===== src/rtl/ict_pkg.sv =====
// ict_pkg: shared constants, types and the precedence table of the
// infix-to-postfix converter; no dependencies
package ict_pkg;

    localparam int STACK_DEPTH = 32;
    localparam int TAG_BITS    = 16;
    localparam int OUT_TAG_W   = 16;
    localparam int TAG_W       = (TAG_BITS < OUT_TAG_W) ? TAG_BITS : OUT_TAG_W;
    localparam int ADDR_W      = $clog2(STACK_DEPTH);
    localparam int CNT_W       = $clog2(STACK_DEPTH + 1);

    // token classes on the input
    localparam logic [2:0] MODE_OPERAND = 3'd0;
    localparam logic [2:0] MODE_FUNC    = 3'd1;
    localparam logic [2:0] MODE_SEP     = 3'd2;
    localparam logic [2:0] MODE_LPAR    = 3'd3;
    localparam logic [2:0] MODE_RPAR    = 3'd4;
    localparam logic [2:0] MODE_OPER    = 3'd5;
    localparam logic [2:0] MODE_END     = 3'd6;

    // stack entry classes
    localparam logic [1:0] CLS_FUNC = 2'd0;
    localparam logic [1:0] CLS_LPAR = 2'd1;
    localparam logic [1:0] CLS_OPER = 2'd2;

    // result kinds
    localparam logic [1:0] KIND_OPERAND = 2'd0;
    localparam logic [1:0] KIND_FUNC    = 2'd1;
    localparam logic [1:0] KIND_OPER    = 2'd2;
    localparam logic [1:0] KIND_END     = 2'd3;

    // error codes
    localparam logic [1:0] ERR_NONE = 2'd0;
    localparam logic [1:0] ERR_RPAR = 2'd1;
    localparam logic [1:0] ERR_LPAR = 2'd2;
    localparam logic [1:0] ERR_OVFL = 2'd3;

    // right-associative operators
    localparam logic [4:0] OP_POWER  = 5'd1;
    localparam logic [4:0] OP_ASSIGN = 5'd22;

    // source of an emitted item
    localparam logic [1:0] EM_OPERAND = 2'd0;
    localparam logic [1:0] EM_POP     = 2'd1;
    localparam logic [1:0] EM_END     = 2'd2;
    localparam logic [1:0] EM_ERR     = 2'd3;

    typedef struct packed {
        logic [1:0]       cls;
        logic [TAG_W-1:0] tag;
        logic [4:0]       op;
    } t_entry;

    localparam int ENTRY_W = $bits(t_entry);

    typedef struct packed {
        logic [1:0]           kind;
        logic [OUT_TAG_W-1:0] tag;
        logic [4:0]           op;
        logic [1:0]           err;
        logic                 last;
    } t_res;

    // controller to datapath
    typedef struct packed {
        logic       idle;
        logic       emit;
        logic [1:0] src;
        logic [1:0] err;
        logic       push;
        logic       pop;
        logic       clear;
        logic       set_disc;
        logic       clr_disc;
        logic       flush;
    } t_cmd;

    // datapath to controller
    typedef struct packed {
        logic       taken;
        logic [2:0] mode;
        logic       disc;
        logic       have;
        logic       full;
        logic [1:0] top_cls;
        logic       op_pops;
        logic       pend_v;
        logic       out_free;
    } t_stat;

    function automatic logic [3:0] prec(input logic [4:0] op);
        logic [3:0] p;
        case (op)
            5'd0:                      p = 4'd15;
            5'd1:                      p = 4'd14;
            5'd2, 5'd3, 5'd4:          p = 4'd13;
            5'd5, 5'd6, 5'd7:          p = 4'd12;
            5'd8, 5'd9:                p = 4'd11;
            5'd10, 5'd11, 5'd12, 5'd13: p = 4'd9;
            5'd14, 5'd15:              p = 4'd8;
            5'd16, 5'd17:              p = 4'd6;
            5'd18, 5'd19:              p = 4'd5;
            5'd20, 5'd21:              p = 4'd4;
            5'd22:                     p = 4'd1;
            default:                   p = 4'd0;
        endcase
        return p;
    endfunction

endpackage


===== src/rtl/ict_ifs.sv =====
// ict_tok_if and ict_res_if: valid/ready channels for input tokens and
// postfix results; depends on ict_pkg
interface ict_tok_if import ict_pkg::*; ();
    logic       valid;
    logic       ready;
    logic [2:0] mode;
    logic [OUT_TAG_W-1:0] token_tag;
    logic [4:0] op_code;

    modport source (output valid, mode, token_tag, op_code, input ready);
    modport sink   (input valid, mode, token_tag, op_code, output ready);
endinterface

interface ict_res_if import ict_pkg::*; ();
    logic                 valid;
    logic                 ready;
    logic [1:0]           out_kind;
    logic [OUT_TAG_W-1:0] out_tag;
    logic [4:0]           out_op_code;
    logic [1:0]           error_code;
    logic                 last;

    modport source (output valid, out_kind, out_tag, out_op_code, error_code, last,
                    input ready);
    modport sink   (input valid, out_kind, out_tag, out_op_code, error_code, last,
                    output ready);
endinterface


===== src/rtl/ict_ram.sv =====
// ict_ram: generic single-port-write, registered-read memory
// no dependencies
module ict_ram #(
    parameter int WIDTH = 8,
    parameter int DEPTH = 16
) (
    input  logic                     i_clk,
    input  logic                     i_we,
    input  logic [$clog2(DEPTH)-1:0] i_waddr,
    input  logic [WIDTH-1:0]         i_wdata,
    input  logic [$clog2(DEPTH)-1:0] i_raddr,
    output logic [WIDTH-1:0]         o_rdata
);

    logic [WIDTH-1:0] r_mem [DEPTH];
    logic [WIDTH-1:0] r_rdata;

    always_ff @(posedge i_clk) begin
        if (i_we) begin
            r_mem[i_waddr] <= i_wdata;
        end
        r_rdata <= r_mem[i_raddr];
    end

    assign o_rdata = r_rdata;

endmodule


===== src/rtl/ict_ctrl.sv =====
// ict_ctrl: sequencer of the converter; walks the stack one entry a cycle
// while the output is not stalled; depends on ict_pkg
module ict_ctrl import ict_pkg::*; (
    input  logic  i_clk,
    input  logic  i_rst_n,
    input  t_stat i_stat,
    output t_cmd  o_cmd
);

    localparam logic [1:0] S_IDLE  = 2'd0;
    localparam logic [1:0] S_SCAN  = 2'd1;
    localparam logic [1:0] S_RFUNC = 2'd2;
    localparam logic [1:0] S_FLUSH = 2'd3;

    logic [1:0] r_state;
    logic [1:0] n_state;
    logic       emit_ok;
    logic       top_lpar;

    assign emit_ok  = !i_stat.pend_v || i_stat.out_free;
    assign top_lpar = i_stat.top_cls == CLS_LPAR;

    always_comb begin
        n_state = r_state;
        o_cmd   = '0;
        case (r_state)
            S_IDLE: begin
                o_cmd.idle = 1'b1;
                if (i_stat.taken) begin
                    n_state = S_SCAN;
                end
            end
            S_SCAN: begin
                if (i_stat.disc) begin
                    if (i_stat.mode != MODE_END) begin
                        n_state = S_IDLE;
                    end else if (emit_ok) begin
                        o_cmd.emit     = 1'b1;
                        o_cmd.src      = EM_END;
                        o_cmd.clr_disc = 1'b1;
                        n_state        = S_FLUSH;
                    end
                end else begin
                    case (i_stat.mode)
                        MODE_OPERAND: begin
                            if (emit_ok) begin
                                o_cmd.emit = 1'b1;
                                o_cmd.src  = EM_OPERAND;
                                n_state    = S_FLUSH;
                            end
                        end
                        MODE_SEP: begin
                            if (i_stat.have && !top_lpar) begin
                                if (emit_ok) begin
                                    o_cmd.emit = 1'b1;
                                    o_cmd.src  = EM_POP;
                                    o_cmd.pop  = 1'b1;
                                end
                            end else begin
                                n_state = S_FLUSH;
                            end
                        end
                        MODE_RPAR: begin
                            if (i_stat.have && !top_lpar) begin
                                if (emit_ok) begin
                                    o_cmd.emit = 1'b1;
                                    o_cmd.src  = EM_POP;
                                    o_cmd.pop  = 1'b1;
                                end
                            end else if (!i_stat.have) begin
                                if (emit_ok) begin
                                    o_cmd.emit     = 1'b1;
                                    o_cmd.src      = EM_ERR;
                                    o_cmd.err      = ERR_RPAR;
                                    o_cmd.clear    = 1'b1;
                                    o_cmd.set_disc = 1'b1;
                                    n_state        = S_FLUSH;
                                end
                            end else begin
                                // drop the matching left paren
                                o_cmd.pop = 1'b1;
                                n_state   = S_RFUNC;
                            end
                        end
                        MODE_END: begin
                            if (i_stat.have && !top_lpar) begin
                                if (emit_ok) begin
                                    o_cmd.emit = 1'b1;
                                    o_cmd.src  = EM_POP;
                                    o_cmd.pop  = 1'b1;
                                end
                            end else if (emit_ok) begin
                                o_cmd.emit = 1'b1;
                                if (i_stat.have) begin
                                    o_cmd.src   = EM_ERR;
                                    o_cmd.err   = ERR_LPAR;
                                    o_cmd.clear = 1'b1;
                                end else begin
                                    o_cmd.src = EM_END;
                                end
                                n_state = S_FLUSH;
                            end
                        end
                        MODE_FUNC, MODE_LPAR, MODE_OPER: begin
                            if (i_stat.mode == MODE_OPER && i_stat.have && i_stat.op_pops) begin
                                if (emit_ok) begin
                                    o_cmd.emit = 1'b1;
                                    o_cmd.src  = EM_POP;
                                    o_cmd.pop  = 1'b1;
                                end
                            end else if (i_stat.full) begin
                                if (emit_ok) begin
                                    o_cmd.emit     = 1'b1;
                                    o_cmd.src      = EM_ERR;
                                    o_cmd.err      = ERR_OVFL;
                                    o_cmd.clear    = 1'b1;
                                    o_cmd.set_disc = 1'b1;
                                    n_state        = S_FLUSH;
                                end
                            end else begin
                                o_cmd.push = 1'b1;
                                n_state    = S_FLUSH;
                            end
                        end
                        default: begin
                            n_state = S_IDLE;
                        end
                    endcase
                end
            end
            S_RFUNC: begin
                if (i_stat.have && i_stat.top_cls == CLS_FUNC) begin
                    if (emit_ok) begin
                        o_cmd.emit = 1'b1;
                        o_cmd.src  = EM_POP;
                        o_cmd.pop  = 1'b1;
                        n_state    = S_FLUSH;
                    end
                end else begin
                    n_state = S_FLUSH;
                end
            end
            S_FLUSH: begin
                // the held item goes out marked last
                if (!i_stat.pend_v) begin
                    n_state = S_IDLE;
                end else if (i_stat.out_free) begin
                    o_cmd.flush = 1'b1;
                    n_state     = S_IDLE;
                end
            end
            default: begin
                n_state = S_IDLE;
            end
        endcase
    end

    always_ff @(posedge i_clk) begin
        if (!i_rst_n) begin
            r_state <= S_IDLE;
        end else begin
            r_state <= n_state;
        end
    end

endmodule


===== src/rtl/ict_dp.sv =====
// ict_dp: token latch, operator stack, stack count, held item and output
// register; depends on ict_pkg, ict_ifs and ict_ram
module ict_dp import ict_pkg::*; (
    input  logic       i_clk,
    input  logic       i_rst_n,
    ict_tok_if.sink    i_tok,
    ict_res_if.source  o_res,
    input  t_cmd       i_cmd,
    output t_stat      o_stat
);

    logic [2:0]       r_mode;
    logic [TAG_W-1:0] r_tag;
    logic [4:0]       r_op;
    logic [CNT_W-1:0] r_count;
    logic [CNT_W-1:0] n_count;
    logic             r_disc;
    t_res             r_pend;
    logic             r_pend_v;
    t_res             r_out;
    t_res             n_out;
    logic             r_out_v;

    logic             taken;
    logic             out_free;
    t_entry           top;
    t_entry           wentry;
    t_res             res;
    logic [CNT_W-1:0] rd_cnt;
    logic [3:0]       cur_prec;
    logic [3:0]       top_prec;
    logic             cur_right;

    assign taken       = i_tok.valid && i_cmd.idle;
    assign i_tok.ready = i_cmd.idle;
    assign out_free    = !r_out_v || o_res.ready;

    always_comb begin
        n_count = r_count;
        if (i_cmd.clear) begin
            n_count = '0;
        end else if (i_cmd.push) begin
            n_count = r_count + CNT_W'(1);
        end else if (i_cmd.pop) begin
            n_count = r_count - CNT_W'(1);
        end
    end

    // the read tracks the entry that will be on top next cycle; after a push it returns the old word
    assign rd_cnt = n_count - CNT_W'(1);

    always_comb begin
        wentry     = '0;
        wentry.tag = r_tag;
        wentry.op  = r_op;
        case (r_mode)
            MODE_FUNC: wentry.cls = CLS_FUNC;
            MODE_LPAR: wentry.cls = CLS_LPAR;
            default:   wentry.cls = CLS_OPER;
        endcase
    end

    ict_ram #(
        .WIDTH (ENTRY_W),
        .DEPTH (STACK_DEPTH)
    ) u_stack (
        .i_clk   (i_clk),
        .i_we    (i_cmd.push),
        .i_waddr (r_count[ADDR_W-1:0]),
        .i_wdata (wentry),
        .i_raddr (rd_cnt[ADDR_W-1:0]),
        .o_rdata (top)
    );

    assign cur_prec  = prec(r_op);
    assign top_prec  = prec(top.op);
    assign cur_right = (r_op == OP_POWER) || (r_op == OP_ASSIGN);

    always_comb begin
        res      = '0;
        res.last = 1'b0;
        case (i_cmd.src)
            EM_OPERAND: begin
                res.kind             = KIND_OPERAND;
                res.tag[TAG_W-1:0]   = r_tag;
            end
            EM_POP: begin
                if (top.cls == CLS_FUNC) begin
                    res.kind           = KIND_FUNC;
                    res.tag[TAG_W-1:0] = top.tag;
                end else begin
                    res.kind = KIND_OPER;
                    res.op   = top.op;
                end
            end
            EM_END: begin
                res.kind = KIND_END;
            end
            default: begin
                res.err = i_cmd.err;
            end
        endcase
    end

    always_comb begin
        o_stat.taken    = taken;
        o_stat.mode     = r_mode;
        o_stat.disc     = r_disc;
        o_stat.have     = r_count != '0;
        o_stat.full     = r_count == CNT_W'(STACK_DEPTH);
        o_stat.top_cls  = top.cls;
        o_stat.op_pops  = (top.cls == CLS_OPER) &&
                          ((top_prec > cur_prec) || ((top_prec == cur_prec) && !cur_right));
        o_stat.pend_v   = r_pend_v;
        o_stat.out_free = out_free;
    end

    // held item with last set only when it is the final one of the token
    always_comb begin
        n_out      = r_pend;
        n_out.last = i_cmd.flush;
    end

    always_ff @(posedge i_clk) begin
        if (taken) begin
            r_mode <= i_tok.mode;
            r_tag  <= i_tok.token_tag[TAG_W-1:0];
            r_op   <= i_tok.op_code;
        end
        if (i_cmd.emit) begin
            r_pend <= res;
        end
        if ((i_cmd.emit && r_pend_v) || i_cmd.flush) begin
            r_out <= n_out;
        end
    end

    always_ff @(posedge i_clk) begin
        if (!i_rst_n) begin
            r_count  <= '0;
            r_disc   <= 1'b0;
            r_pend_v <= 1'b0;
            r_out_v  <= 1'b0;
        end else begin
            r_count <= n_count;
            if (i_cmd.set_disc) begin
                r_disc <= 1'b1;
            end else if (i_cmd.clr_disc) begin
                r_disc <= 1'b0;
            end
            if (i_cmd.emit) begin
                r_pend_v <= 1'b1;
            end else if (i_cmd.flush) begin
                r_pend_v <= 1'b0;
            end
            // a held item moves out when a newer one arrives or on flush
            if ((i_cmd.emit && r_pend_v) || i_cmd.flush) begin
                r_out_v <= 1'b1;
            end else if (o_res.ready) begin
                r_out_v <= 1'b0;
            end
        end
    end

    assign o_res.valid       = r_out_v;
    assign o_res.out_kind    = r_out.kind;
    assign o_res.out_tag     = r_out.tag;
    assign o_res.out_op_code = r_out.op;
    assign o_res.error_code  = r_out.err;
    assign o_res.last        = r_out.last;

endmodule


===== src/rtl/infix_to_postfix_converter.sv =====
// Shunting-yard converter from infix tokens to postfix items with an
// operator stack held in a memory with one write port and a registered
// read. Depends on ict_pkg, ict_ifs, ict_ram, ict_ctrl and ict_dp.
//
// One token is taken at a time. A token passes through accept, scan and
// hand-off of its final item, and the scan pops one stack entry at a time;
// the pop rate is set by the stack memory, which gives one top-of-stack
// read per cycle while the output is not stalled. A matched right paren
// pops its left paren, then the function beneath it, if any, in a further
// step. A discarded token or an unused mode returns from the scan to idle.
// Output back-pressure stalls the converter only while the output register
// and the one-item holding stage are both full. Every result of a token
// carries last on its final item; a token that causes no result (push,
// discarded token) produces no item. An end token flushes the stack and
// closes with an end marker, or with a missing-right-paren error.
// Unmatched right parens and stack overflow give an error item, clear the
// stack and drop tokens up to the next end token. No clearing pass follows
// reset: tokens are taken from the first cycle after reset.
module infix_to_postfix_converter import ict_pkg::*; (
    input  logic      i_clk,
    input  logic      i_rst_n,
    ict_tok_if.sink   i_tok,
    ict_res_if.source o_res
);

    t_cmd  cmd;
    t_stat stat;

    ict_ctrl u_ctrl (
        .i_clk   (i_clk),
        .i_rst_n (i_rst_n),
        .i_stat  (stat),
        .o_cmd   (cmd)
    );

    ict_dp u_dp (
        .i_clk   (i_clk),
        .i_rst_n (i_rst_n),
        .i_tok   (i_tok),
        .o_res   (o_res),
        .i_cmd   (cmd),
        .o_stat  (stat)
    );

endmodule

===== src/flat_wrapper.sv =====
// flat-port wrapper written by rule: the top's interface ports become plain ports
module infix_to_postfix_converter_flat import ict_pkg::*;
  (i_clk, i_rst_n, i_tok_valid, i_tok_mode, i_tok_token_tag, i_tok_op_code, i_tok_ready, o_res_valid, o_res_out_kind, o_res_out_tag, o_res_out_op_code, o_res_error_code, o_res_last, o_res_ready);
  ict_tok_if i_tok_i ();
  ict_res_if o_res_i ();
  input  logic i_clk;
  input  logic i_rst_n;
  input wire logic [$bits(i_tok_i.valid)-1:0] i_tok_valid;
  input wire logic [$bits(i_tok_i.mode)-1:0] i_tok_mode;
  input wire logic [$bits(i_tok_i.token_tag)-1:0] i_tok_token_tag;
  input wire logic [$bits(i_tok_i.op_code)-1:0] i_tok_op_code;
  output wire logic [$bits(i_tok_i.ready)-1:0] i_tok_ready;
  output wire logic [$bits(o_res_i.valid)-1:0] o_res_valid;
  output wire logic [$bits(o_res_i.out_kind)-1:0] o_res_out_kind;
  output wire logic [$bits(o_res_i.out_tag)-1:0] o_res_out_tag;
  output wire logic [$bits(o_res_i.out_op_code)-1:0] o_res_out_op_code;
  output wire logic [$bits(o_res_i.error_code)-1:0] o_res_error_code;
  output wire logic [$bits(o_res_i.last)-1:0] o_res_last;
  input wire logic [$bits(o_res_i.ready)-1:0] o_res_ready;
  assign i_tok_i.valid = i_tok_valid;
  assign i_tok_i.mode = i_tok_mode;
  assign i_tok_i.token_tag = i_tok_token_tag;
  assign i_tok_i.op_code = i_tok_op_code;
  assign i_tok_ready = i_tok_i.ready;
  assign o_res_valid = o_res_i.valid;
  assign o_res_out_kind = o_res_i.out_kind;
  assign o_res_out_tag = o_res_i.out_tag;
  assign o_res_out_op_code = o_res_i.out_op_code;
  assign o_res_error_code = o_res_i.error_code;
  assign o_res_last = o_res_i.last;
  assign o_res_i.ready = o_res_ready;
  infix_to_postfix_converter u_core (.i_clk(i_clk), .i_rst_n(i_rst_n), .i_tok(i_tok_i), .o_res(o_res_i));
endmodule

===== config.mk =====
export PLATFORM = sky130hd
export DESIGN_NAME = infix_to_postfix_converter_flat
export DESIGN_NICKNAME = d
export VERILOG_FILES = /design/src/rtl/ict_pkg.sv /design/src/rtl/ict_ifs.sv /design/src/rtl/ict_ram.sv /design/src/rtl/ict_ctrl.sv /design/src/rtl/ict_dp.sv /design/src/rtl/infix_to_postfix_converter.sv /design/src/flat_wrapper.sv
export SDC_FILE = /design/constraint.sdc
export NUM_CORES = 1
export LEC_CHECK = 0
export BUFFER_PORTS_ARGS = -buffer_cell sky130_fd_sc_hd__clkbuf_2
export CAP_MARGIN = 20
export CORE_AREA = 4 4 252 254
export CTS_CLUSTER_DIAMETER = 30
export DETAILED_ROUTE_END_ITERATION = 10
export DIE_AREA = 0 0 256 258
export GPL_ROUTABILITY_DRIVEN = 0
export PLACE_DENSITY = 0.74
export SYNTH_ARGS = -nofsm -noshare
export SYNTH_HDL_FRONTEND = slang
export SYNTH_HIERARCHICAL = 1
export SYNTH_SLANG_ARGS = --single-unit

===== constraint.sdc =====
create_clock -name i_clk -period 5.17 [get_ports i_clk]
set_input_delay 0.2585 -clock i_clk [delete_from_list [all_inputs] [get_ports i_clk]]
set_output_delay 0.2585 -clock i_clk [all_outputs]
set_load 0.01 [all_outputs]

Word level (Yosys, flattened, before mapping)
Memory sizes are Yosys's and may differ from the RTL's. A register that Yosys moved wholly into a read port is not among the register bits.
Index checks and enable logic that the tools add are counted.
Widths: inputs -> output; s select.
- register bits: 86
- memory bits (writable): 736
- memory bits (read-only): 256
- bits of input ports: 28
- output and inout bits: 28
- word-level logic and storage cells: 163
- memories: 3
- $add $sub $neg: 3
- magnitude comparators: 1
- eq/ne operators: 24
- mux-type cells: 83
- bitwise gates (word level): 2
- reductions and logical operators: 30
- memory list (name ; depth ; bits a word ; read ports ; clocked after memory_dff ; write ports ; line ; text):
    u_core.u_dp.u_stack.r_mem ; 32 ; 23 ; 1 ; 1 ; 1 ; ict_ram.sv:15 ; logic [WIDTH-1:0] r_mem [DEPTH];
    (no name shown) ; 32 ; 4 ; 1 ; 0 ; 0 ; ict_pkg.sv:93 ; case (op)
    (no name shown) ; 32 ; 4 ; 1 ; 1 ; 0 ; ict_pkg.sv:93 ;
- operators with widths (cell ; count):
    $mux 2 ; 22
    $mux 3 ; 12
    $pmux 16 s2 ; 1
    $mux 5 ; 6
    $mux 1 ; 26
    $mux 6 ; 3
    $mux 16 ; 1
    $ne 4x4->1 const B ; 4
    $pmux 3 s5 ; 1
    $pmux 2 s5 ; 1
    $eq 3x3->1 const B ; 3
    $eq 2x2->1 const B ; 4
    $logic_and 1x1->1 ; 8
    $pmux 2 s2 ; 2
    $pmux 2 s4 ; 1
    $add 6x1->6 const B ; 1
    $eq 2x1->1 const B ; 3
    $eq 3x2->1 const B ; 2
    $eq 6x6->1 const B ; 1
    $logic_not 2->1 ; 3
    $ne 3x3->1 const B ; 2
    $pmux 1 s3 ; 2
    $pmux 2 s3 ; 1
    $pmux 3 s2 ; 1
    other kinds (20) ; 32

Depth between registers and ports, before layout
Gate-level depths: netlist of run 1.
- depth in word-level cells: 15
- gate-level depth with buffers: 28

Cells and area by module
The synthesis of run 1 kept the hierarchy.
- by module, submodules not included (module ; instances ; cells an instance ; area each (sq um) ; sequential area each (sq um)):
    ict_ram ; 1 ; 1619 ; 29243.0 ; 22561.6
    ict_dp ; 1 ; 233 ; 3553.4 ; 2512.4
    ict_ctrl ; 1 ; 102 ; 700.7 ; 40.0

Least setup slack after synthesis of run 1
Ideal clock, no wire load.
- kind: register to register
- start: register u_core.u_dp.r_op[4]
- end: register u_core.u_dp.u_stack.r_rdata[2], in the netlist u_core/u_dp/u_stack/o_rdata[2] (read register of u_core.u_dp.u_stack.r_mem)
- setup time: 0.124 ns
- data arrival time: 5.019 ns
- data required time: 5.046 ns
- setup slack: 0.027 ns
- stages on the path, launching flop included: 18
- buffers on the path: 2
- clock period less this slack: 5.143 ns
- cells stage by stage: edfxtp_1 > or4b_2 > a211oi_1 > a2111oi_0 > and4_4 > nor4b_1 > nand2b_4 > nor2_1 > a221oi_1 > or2_2 > ha_1 > xor2_1 > and2_1 > clkbuf_1 > clkbuf_1 > a22oi_1 > nand3_1 > nand3_1
- RTL lines (item ; line ; text):
    start: declaration ; ict_dp.sv:14 ; logic [4:0] r_op;
    start signal: assignment ; ict_dp.sv:128 ; r_op <= i_tok.op_code;
    end: declaration ; ict_ram.sv:16 ; logic [WIDTH-1:0] r_rdata;

==> impl_results.md, run 1 <==
- Worst r2r path cells: 25
- Final Core Density: ~67%
- CTS Buf Count: 141
- Pre-CTS WS: -0.120 ns
- Total chip power: 25.7 mW
- FF-to-FF Start: u_core/u_dp/u_stack/o_rdata[4]
- WHS: 0.154 ns
- Commonest non-fill, non-tap cell in the layout: edfxtp_1
- Sequential share of the synthesized area: 75.0%
- Fmax: 200 MHz
- Critical path origin: u_core/u_dp/u_stack/o_rdata[4]
- Tcrit/Tclk final: 96.5%
- FF-to-FF setup slack: 0.18 ns
- CP endpoint kind: flop
- PwrDens: 623 mW/mm2
- Synth Flop Type: edfxtp_1
- Synth cell types: 67
- Worst-path fanout max: 12
- Yosys warns: 6
- Reg clk slew, reported paths: 0.05 ns
- Hold Path Stages: 4
- Syn_area_per_cell: between 15 and 20 um2
- EDFF count, synth: 811
- Gr ovfl total: 0
- FF+latch count, synth: 849
- Clock Skew: ~0.027 ns
- Fin Setup TNS: 0 ns
- Min Tclk post-route: 4.99 ns
- Worst-skew pair later-pin latency: 0.72 ns
- Cell Area, Synth: 0.0335 mm2
- Nets@finish: 2273
- RR Endpoint: u_core/u_dp/u_stack/o_rdata[7]
- Crit start category: flop
- Largest net degree at the start of global routing: 89
- TritonCTS clock tree: yes
- Hold Vio Cnt, Final: 0
- Max-capacitance violation count: 0
- Max-slew violations: 0
- Hold EP: u_core/u_dp/cur_prec[1]
- Peak supply drop: 516 uV
- Critical Path RT: 5.75 ns
- Synth Instances: 1954
- Wirelength per Cell: 27.7 um
- Placed insts: 2823
- DIE WIDTH: approximately 260 um
- Initial antenna violation count: 1
- Share of cells above drive strength 1: 22.1%
- Design Area, Final: 0.0413 mm2
- Initial DRC count: 2446
- Die ar.: 0.0660 mm2
- Post-synth ARST share: 0%
- Vias in the first global route: 19600
- Chip height: approximately 260 um
- Num rows: 91
- DR vias: 19800
- Hold Path Class: primary input to flop
- Commonest non-fill, non-tap cells in the layout: edfxtp_1 (811), mux2i_1 (370), clkbuf_16 (147)
- Outcome: finished clean
- Drt first pass iters: 5
- Detailed placer's ending HPWL: 48500 um
- # setup viols final: 0
- Antenna viol nets, final: 0
- Post-Route WL: 86900 um
- Top Ports: 56
- Non-Filler Instances: ~3100
- H-tree depth: 4
- Vias per inst: 6.31
- CTS Root Cell: clkbuf_16
- Syn nets: 1999
- Worst Tran Pin Value: 1.07 ns
- Max-slew headroom: 28.5%
- CTS max path bufs: 3
- First-pass GRT wire length: 126000 um
- Clock Sinks: 849
- DRC: 0
- DP Area: 0.0355 mm2
- Core area: around 0.061 mm2
- Total Routing Usage GR: 25.6%
- Arrival time at the worst endpoint: 5.57 ns
- Worst hold start: i_tok_valid
- Final setup margin: 0.181 ns
- I/O Buffers: 55
- Area Overhead vs Synth: 23.3%
- Leak Pwr: 15.9 nW
- Initial Utilization: between 50% and 60%
- Critical path type: flop to flop
[cell families (layout without fill, tap and decap cells)]
group                      after synthesis  count (layout)  share of synthesized area (%)
DFF                                    849             849                           75.0
muxes                                  375             375                           11.2
and+or+nand+nor                        292             293                           4.49
AOI/OAI and AO/OA                      283             283                           6.11
buffers and inverters                  131             520                           2.37
adders and majority gates               17              17                          0.635
xor gates and xnor gates                 7               7                          0.205
other                                    0               1                              0
[flip-flops by register name (all words and copies together) (netlist names), 4 cells and up]
signal and count:
u_core/u_dp/cur_prec 4, u_core/u_dp/o_res.out_tag 16, u_core/u_dp/r_op 5, u_core/u_dp/r_tag 16, u_core/u_dp/o_res.out_op_code 5, u_core/u_dp/u_stack/o_rdata 23
u_core/u_dp/u_stack/r_mem 736, u_core/u_dp/n_out 25, u_core/u_dp/r_count 6
[how the worst max path moves through the flow]
stage / cells past startpoint / end / slack [ns]
after CTS: 28 / u_core/u_dp/u_stack/o_rdata[2] / 0.001
after detailed placement: 25 / u_core/u_dp/u_stack/o_rdata[10] / -0.12
after floorplan: 17 / u_core/u_dp/u_stack/o_rdata[2] / 0.03
final: 25 / u_core/u_dp/u_stack/o_rdata[7] / 0.18
after global placement: 25 / u_core/u_dp/u_stack/o_rdata[10] / -0.14
after global routing: 28 / u_core/u_dp/u_stack/o_rdata[21] / -0.05
[what timing repair did]
item                       4_1_cts  5_1_grt
buffers inserted                 0       15
cloned                           0        3
setup endpoints to repair        9       23
resized for setup                6       38
hold endpoints to repair        39        0
hold buffers                    26        0
pin swaps                        0       10
[critical path, stage by stage, from the launching register on]
cell and delay (ns):
dfxtp_1 0.35, mux2_2 0.34, a21o_1 0.18, ha_1 0.26
nand4_1 0.11, a211oi_1 0.28, a2111oi_2 0.09, buf_4 0.16
and4_4 0.18, a32o_1 0.19, a31oi_1 0.14, o22ai_1 0.09
buf_4 0.16, and3b_1 0.19, a21o_1 0.21, xnor2_4 0.27
nor2_4 0.08, xor2_4 0.21, buf_4 0.17, nor2b_4 0.22
buf_8 0.18, buf_12 0.16, buf_12 0.12, a22oi_1 0.11
a31oi_2 0.26, nand3_1 0.12
[layer usage]
metal | track usage (%) | wire length, um | up-vias
met1 | 33.7 | 33000 | 10000
met4 | 8.90 | 3070 | 0
met5 | 0 | 0 | -
met2 | 42.6 | 42700 | 1158
li1 | - | - | 8354
met3 | 5.56 | 8130 | 221
[cells in the mapped netlist (all sizes together), types with 6 or more instances]
library cell | count | share of area, %
nor2 | 51 | 0.57
clkbuf | 33 | 0.37
nor3 | 28 | 0.42
a22oi | 93 | 2.1
nand2b | 10 | 0.21
edfxtp | 811 | 73
a22o | 62 | 1.6
and2 | 8 | 0.15
buf | 76 | 1.8
mux2i | 370 | 11
a31oi | 26 | 0.49
inv | 22 | 0.25
a21oi | 61 | 0.91
nand3b | 8 | 0.18
dfxtp | 38 | 2.3
nand2 | 64 | 0.72
nand4 | 30 | 0.56
nand3 | 56 | 0.84
nor2b | 10 | 0.21
o21ai | 11 | 0.16
and3 | 6 | 0.11
ha | 17 | 0.63
[where the power goes]
group          total (mW)  internal (mW)  switching [mW]  leakage, nW
combinational        7.72           3.21            4.52         5.94
sequential           8.33           8.08           0.244         7.61
clock                9.68           6.40            3.28         2.40
[layout make-up]
type	instances	area [um2]
Multi-Input combinational cell	975	7880
Antenna cell	1	2.50
Clock buffer	166	3750
Timing Repair Buffer	239	2290
Fill cell	3825	19900
Tap cell	790	988
Clock inverter	93	1210
Inverter	22	86.3
Sequential cell	849	25100
(Power assumes the default switching activity.)
==> inputs of run 2 (changes only) <==
--- a/config.mk
+++ b/config.mk
@@ -5,14 +5,15 @@
 export SDC_FILE = /design/constraint.sdc
 export NUM_CORES = 1
 export LEC_CHECK = 0
+export ABC_AREA = 1
 export BUFFER_PORTS_ARGS = -buffer_cell sky130_fd_sc_hd__clkbuf_2
 export CAP_MARGIN = 20
-export CORE_AREA = 4 4 252 254
+export CORE_AREA = 4 4 257 259
 export CTS_CLUSTER_DIAMETER = 30
 export DETAILED_ROUTE_END_ITERATION = 10
-export DIE_AREA = 0 0 256 258
+export DIE_AREA = 0 0 261 263
 export GPL_ROUTABILITY_DRIVEN = 0
-export PLACE_DENSITY = 0.74
+export PLACE_DENSITY = 0.7
 export SYNTH_ARGS = -nofsm -noshare
 export SYNTH_HDL_FRONTEND = slang
 export SYNTH_HIERARCHICAL = 1
==> constraint.sdc (replaced) <==
create_clock -name i_clk -period 5.7 [get_ports i_clk]
set_input_delay 0.285 -clock i_clk [delete_from_list [all_inputs] [get_ports i_clk]]
set_output_delay 0.285 -clock i_clk [all_outputs]
set_load 0.01 [all_outputs]
==> run 2 against run 1 <==
  * Clock skew shrank 0.0036 ns
  * Utilization shrank 3.2 points
  * Synthesized cell count grew 52%
  * Setup slack better by 0.33 ns
  * First-iteration DRC count up 32%
  * Routed wire length is 6.6% higher
  * Sequential power decreased by 10%
  * Power is 0.12% lower
  * Register-to-register slack improved by 0.33 ns
  * Hold slack improved by 0.13 ns
  * Non-clock buffer count down 81
  * Largest power group is now combinational cells
==> impl_results.md, run 2 <==
- Synth Instances: 2968 (+52%)
- Critical Path Slowest Stage Cell: buf_4
- Synth Flop Type: edfxtp_1
- Worst Tran Pin Value: 0.962 ns (-0.111 ns)
- Initial antenna violation count: 5 (+4)
- Vias per inst: 5.90 (-6.4%)
- Worst hold start: i_tok_token_tag[1]
- DRC: 0 (unchanged)
- Synth cell types: 35 (-48%)
- CP endpoint kind: flop
- Worst path depth: 30 (+20%)
- Post-synth top cells: nand2_1 (1100), edfxtp_1 (811), nand3_1 (587), buf_2 (87), inv_1 (74)
- Peak supply drop: 1020 uV (+98%)
- Worst r2r path cells: 30 (+20%)
- PwrDens: 627 mW/mm2 (+0.61%)
- DIE WIDTH: 261 um (+2.0%)
- Critical Path RT: 6.30 ns (+0.55 ns)
- CTS max path bufs: 3 (unchanged)
- Yosys warns: 6 (unchanged)
- Initial Utilization: 54.2% (-0.44 points)
- Worst-path fanout max: 66 (+54)
- Hold Vio Cnt, Final: 0 (unchanged)
- RSZ-0062 raised after global routing: false
- Top Ports: 56 (unchanged)
- Arrival time at the worst endpoint: 5.79 ns (+0.22 ns)
- Post-Route WL: 92600 um (+6.6%)
- Largest register by flop count: u_core/u_dp/u_stack/r_mem
- Chip height: 263 um (+1.9%)
- GRT busiest layer: met2
- Core area: 0.0639 mm2 (+4.3%)
- Max-slew violations: 0 (unchanged)
- Post-synth ARST share: 0% (unchanged)
- Die ar.: 0.0686 mm2 (+3.9%)
- Leak Pwr: 15.4 nW (-3.3%)
- Largest net degree at the start of global routing: 187 (+110%)
- Worst-skew pair later-pin latency: 0.71 ns (about the same)
- Num rows: 93 (+2.2%)
- FF-to-FF Start: u_core/u_dp/u_stack/o_rdata[4]
- Top cells by area, synth: edfxtp_1 (70%), nand2_1 (12%), nand3_1 (8.5%)
- Nets@finish: 3152 (+39%)
- Share of cells above drive strength 1: 13.3% (-8.7 points)
- Crit path max-delay family: simple AND/OR/NAND/NOR gates
- M1 GR Usage: 36.9% (+3.1 points)
- Met2 usage: 42.0% (-0.65 points)
- Critical path type: flop to flop
- Synth top area share: 70.3% (-2.4 points)
- Commonest non-fill, non-tap cell in the layout: nand2_1
- Outcome: finished clean
- Fin Setup TNS: 0 ns (unchanged)
- # setup viols final: 0 (unchanged)
- WHS: 0.282 ns (+0.128 ns)
- Worst Path Buf+Inv: 6 (unchanged)
- RR Endpoint: u_core/u_dp/u_stack/o_rdata[11]
- Clock Sinks: 849 (unchanged)
- FF+latch count, synth: 849 (unchanged)
- Fmax: 193 MHz (-3.8%)
- Hold Path Stages: 2 (-2)
- Yosys top cell by area: edfxtp_1
- Max-slew headroom: 35.8% (+7.3 points)
- Min Tclk post-route: 5.18 ns (+0.196 ns)
- Max-capacitance violation count: 0 (unchanged)
- Hold Path Class: primary input to flop
- Final Core Density: 64.2% (-3.2 points)
- Hold EP: u_core/u_dp/r_tag[1]
- CTS Buf Count: 145 (+2.8%)
- Crit start category: flop
- Syn nets: 3013 (+51%)
- GRT met3 Usage: 5.63% (+0.067 points)
- First-pass GRT wire length: 140000 um (+11%)
- Syn_area_per_cell: 11.7 um2 (-32%)
- TritonCTS clock tree: yes
- CTS Root Cell: clkbuf_16
- DR vias: 24100 (+22%)
- Cell Area, Synth: 0.0347 mm2 (+3.5%)
- Gr ovfl total: 0 (unchanged)
- Initial DRC count: 3239 (+32%)
- Wirelength per Cell: 22.7 um (-18%)
- DP Area: 0.0357 mm2 (+0.72%)
- Commonest non-fill, non-tap cells in the layout: nand2_1 (1099), edfxtp_1 (811), nand3_1 (587)
- FF-to-FF setup slack: 0.52 ns (+0.33 ns)
- Design Area, Final: 0.0410 mm2 (-0.72%)
- Sequential share of the synthesized area: 72.5% (-2.5 points)
- Detailed placer's ending HPWL: 47700 um (-1.6%)
- I/O Buffers: 55 (unchanged)
- H-tree depth: 4 (unchanged)
- Critical path's most frequent cell: nand2_1
- CP peak stage delay: 0.75 ns (+0.40 ns)
- Total Routing Usage GR: 26.9% (+1.3 points)
- EDFF count, synth: 811 (unchanged)
- Most common cell in the netlist: nand2_1
- Drt first pass iters: 6 (+1)
- Post-CTS sizing: 0 (-6)
- Tcrit/Tclk final: 91.0% (-5.5 points)
- Area Overhead vs Synth: 18.4%
- Number of flip-flops in the largest register: 736 (unchanged)
- Vias in the first global route: 23500 (+20%)
- Clock Skew: 0.0230 ns (-0.00357 ns)
- Reg clk slew, reported paths: 0.06 ns (about the same)
- Antenna viol nets, final: 0 (unchanged)
## run 2: cell types whose count changed after synthesis, moves of 23 or more
cell	before	now
a21oi_1	61	20
a22o_1	62	0
a22oi_1	93	0
buf_2	25	87
inv_1	22	74
mux2i_1	370	0
nand2_1	64	1100
nand3_1	56	587
nand4_1	30	5
nor3_1	28	5
## run 2: how the worst max path moves through the flow
stage                                   startpoint                         endpoint
detailed placement  u_core/u_dp/u_stack/o_rdata[4]  u_core/u_dp/u_stack/o_rdata[13]
global placement    u_core/u_dp/u_stack/o_rdata[4]  u_core/u_dp/u_stack/o_rdata[13]
global route        u_core/u_dp/u_stack/o_rdata[4]  u_core/u_dp/u_stack/o_rdata[15]
CTS                 u_core/u_dp/u_stack/o_rdata[4]  u_core/u_dp/u_stack/o_rdata[15]
finish              u_core/u_dp/u_stack/o_rdata[4]  u_core/u_dp/u_stack/o_rdata[11]
floorplan           u_core/u_dp/u_stack/o_rdata[4]  u_core/u_dp/o_res.error_code[0]
## run 2: report_power, final
| group | total, mW | internal [mW] | switching (mW) |
|---|---|---|---|
| clock | 8.59 | 5.64 | 2.95 |
| sequential | 7.50 | 7.28 | 0.216 |
| combinational | 9.61 | 2.59 | 7.02 |
| total | 25.7 | 15.5 | 10.2 |
## run 2: metrics by stage
stage / power (mW) / std cells / worst slack (ns)
after global routing: 26.9 / 4078 / 0.111
after detailed placement: 16.8 / 3784 / 0.672
after floorplan: 14.1 / 2968 / 1.35
after global placement: 16.7 / 3784 / 0.838
after CTS: 25.5 / 4074 / 0.635
final: 25.7 / 4080 / 0.515
## run 2: cells by family (layout without fill, tap and decap cells)
logic type,count (synthesis),count (layout),share of synthesized area (%)
AND/OR/NAND/NOR,1790,1790,21.8
flip-flops,849,849,72.5
buffers and inverters,246,501,3.82
AO/OA/AOI/OAI,65,65,1.27
adder cells (fa/ha/maj),17,17,0.614
XOR/XNOR,1,1,0.0253
other,0,2,0
## run 2: timing repair
action | in CTS | in global routing
endpoints found under the hold margin | 32 | 0
buffers inserted | 0 | 0
hold buffers | 27 | 0
## run 2: final cells by class
| class | count | area, um2 |
|---|---|---|
| Tap cell | 855 | 1070 |
| Sequential cell | 849 | 25100 |
| Antenna cell | 2 | 5.00 |
| Fill cell | 4550 | 22900 |
| Inverter | 80 | 324 |
| Clock inverter | 100 | 1140 |
| Timing Repair Buffer | 158 | 1280 |
| Multi-Input combinational cell | 1873 | 8330 |
| Clock buffer | 163 | 3750 |
## run 2: routing by layer
metal / routed length, um / vias up
li1: - / 10700
met1: 35900 / 11700
met2: 43500 / 1447
met3: 9640 / 241
met4: 3610 / 4
met5: 17 / -
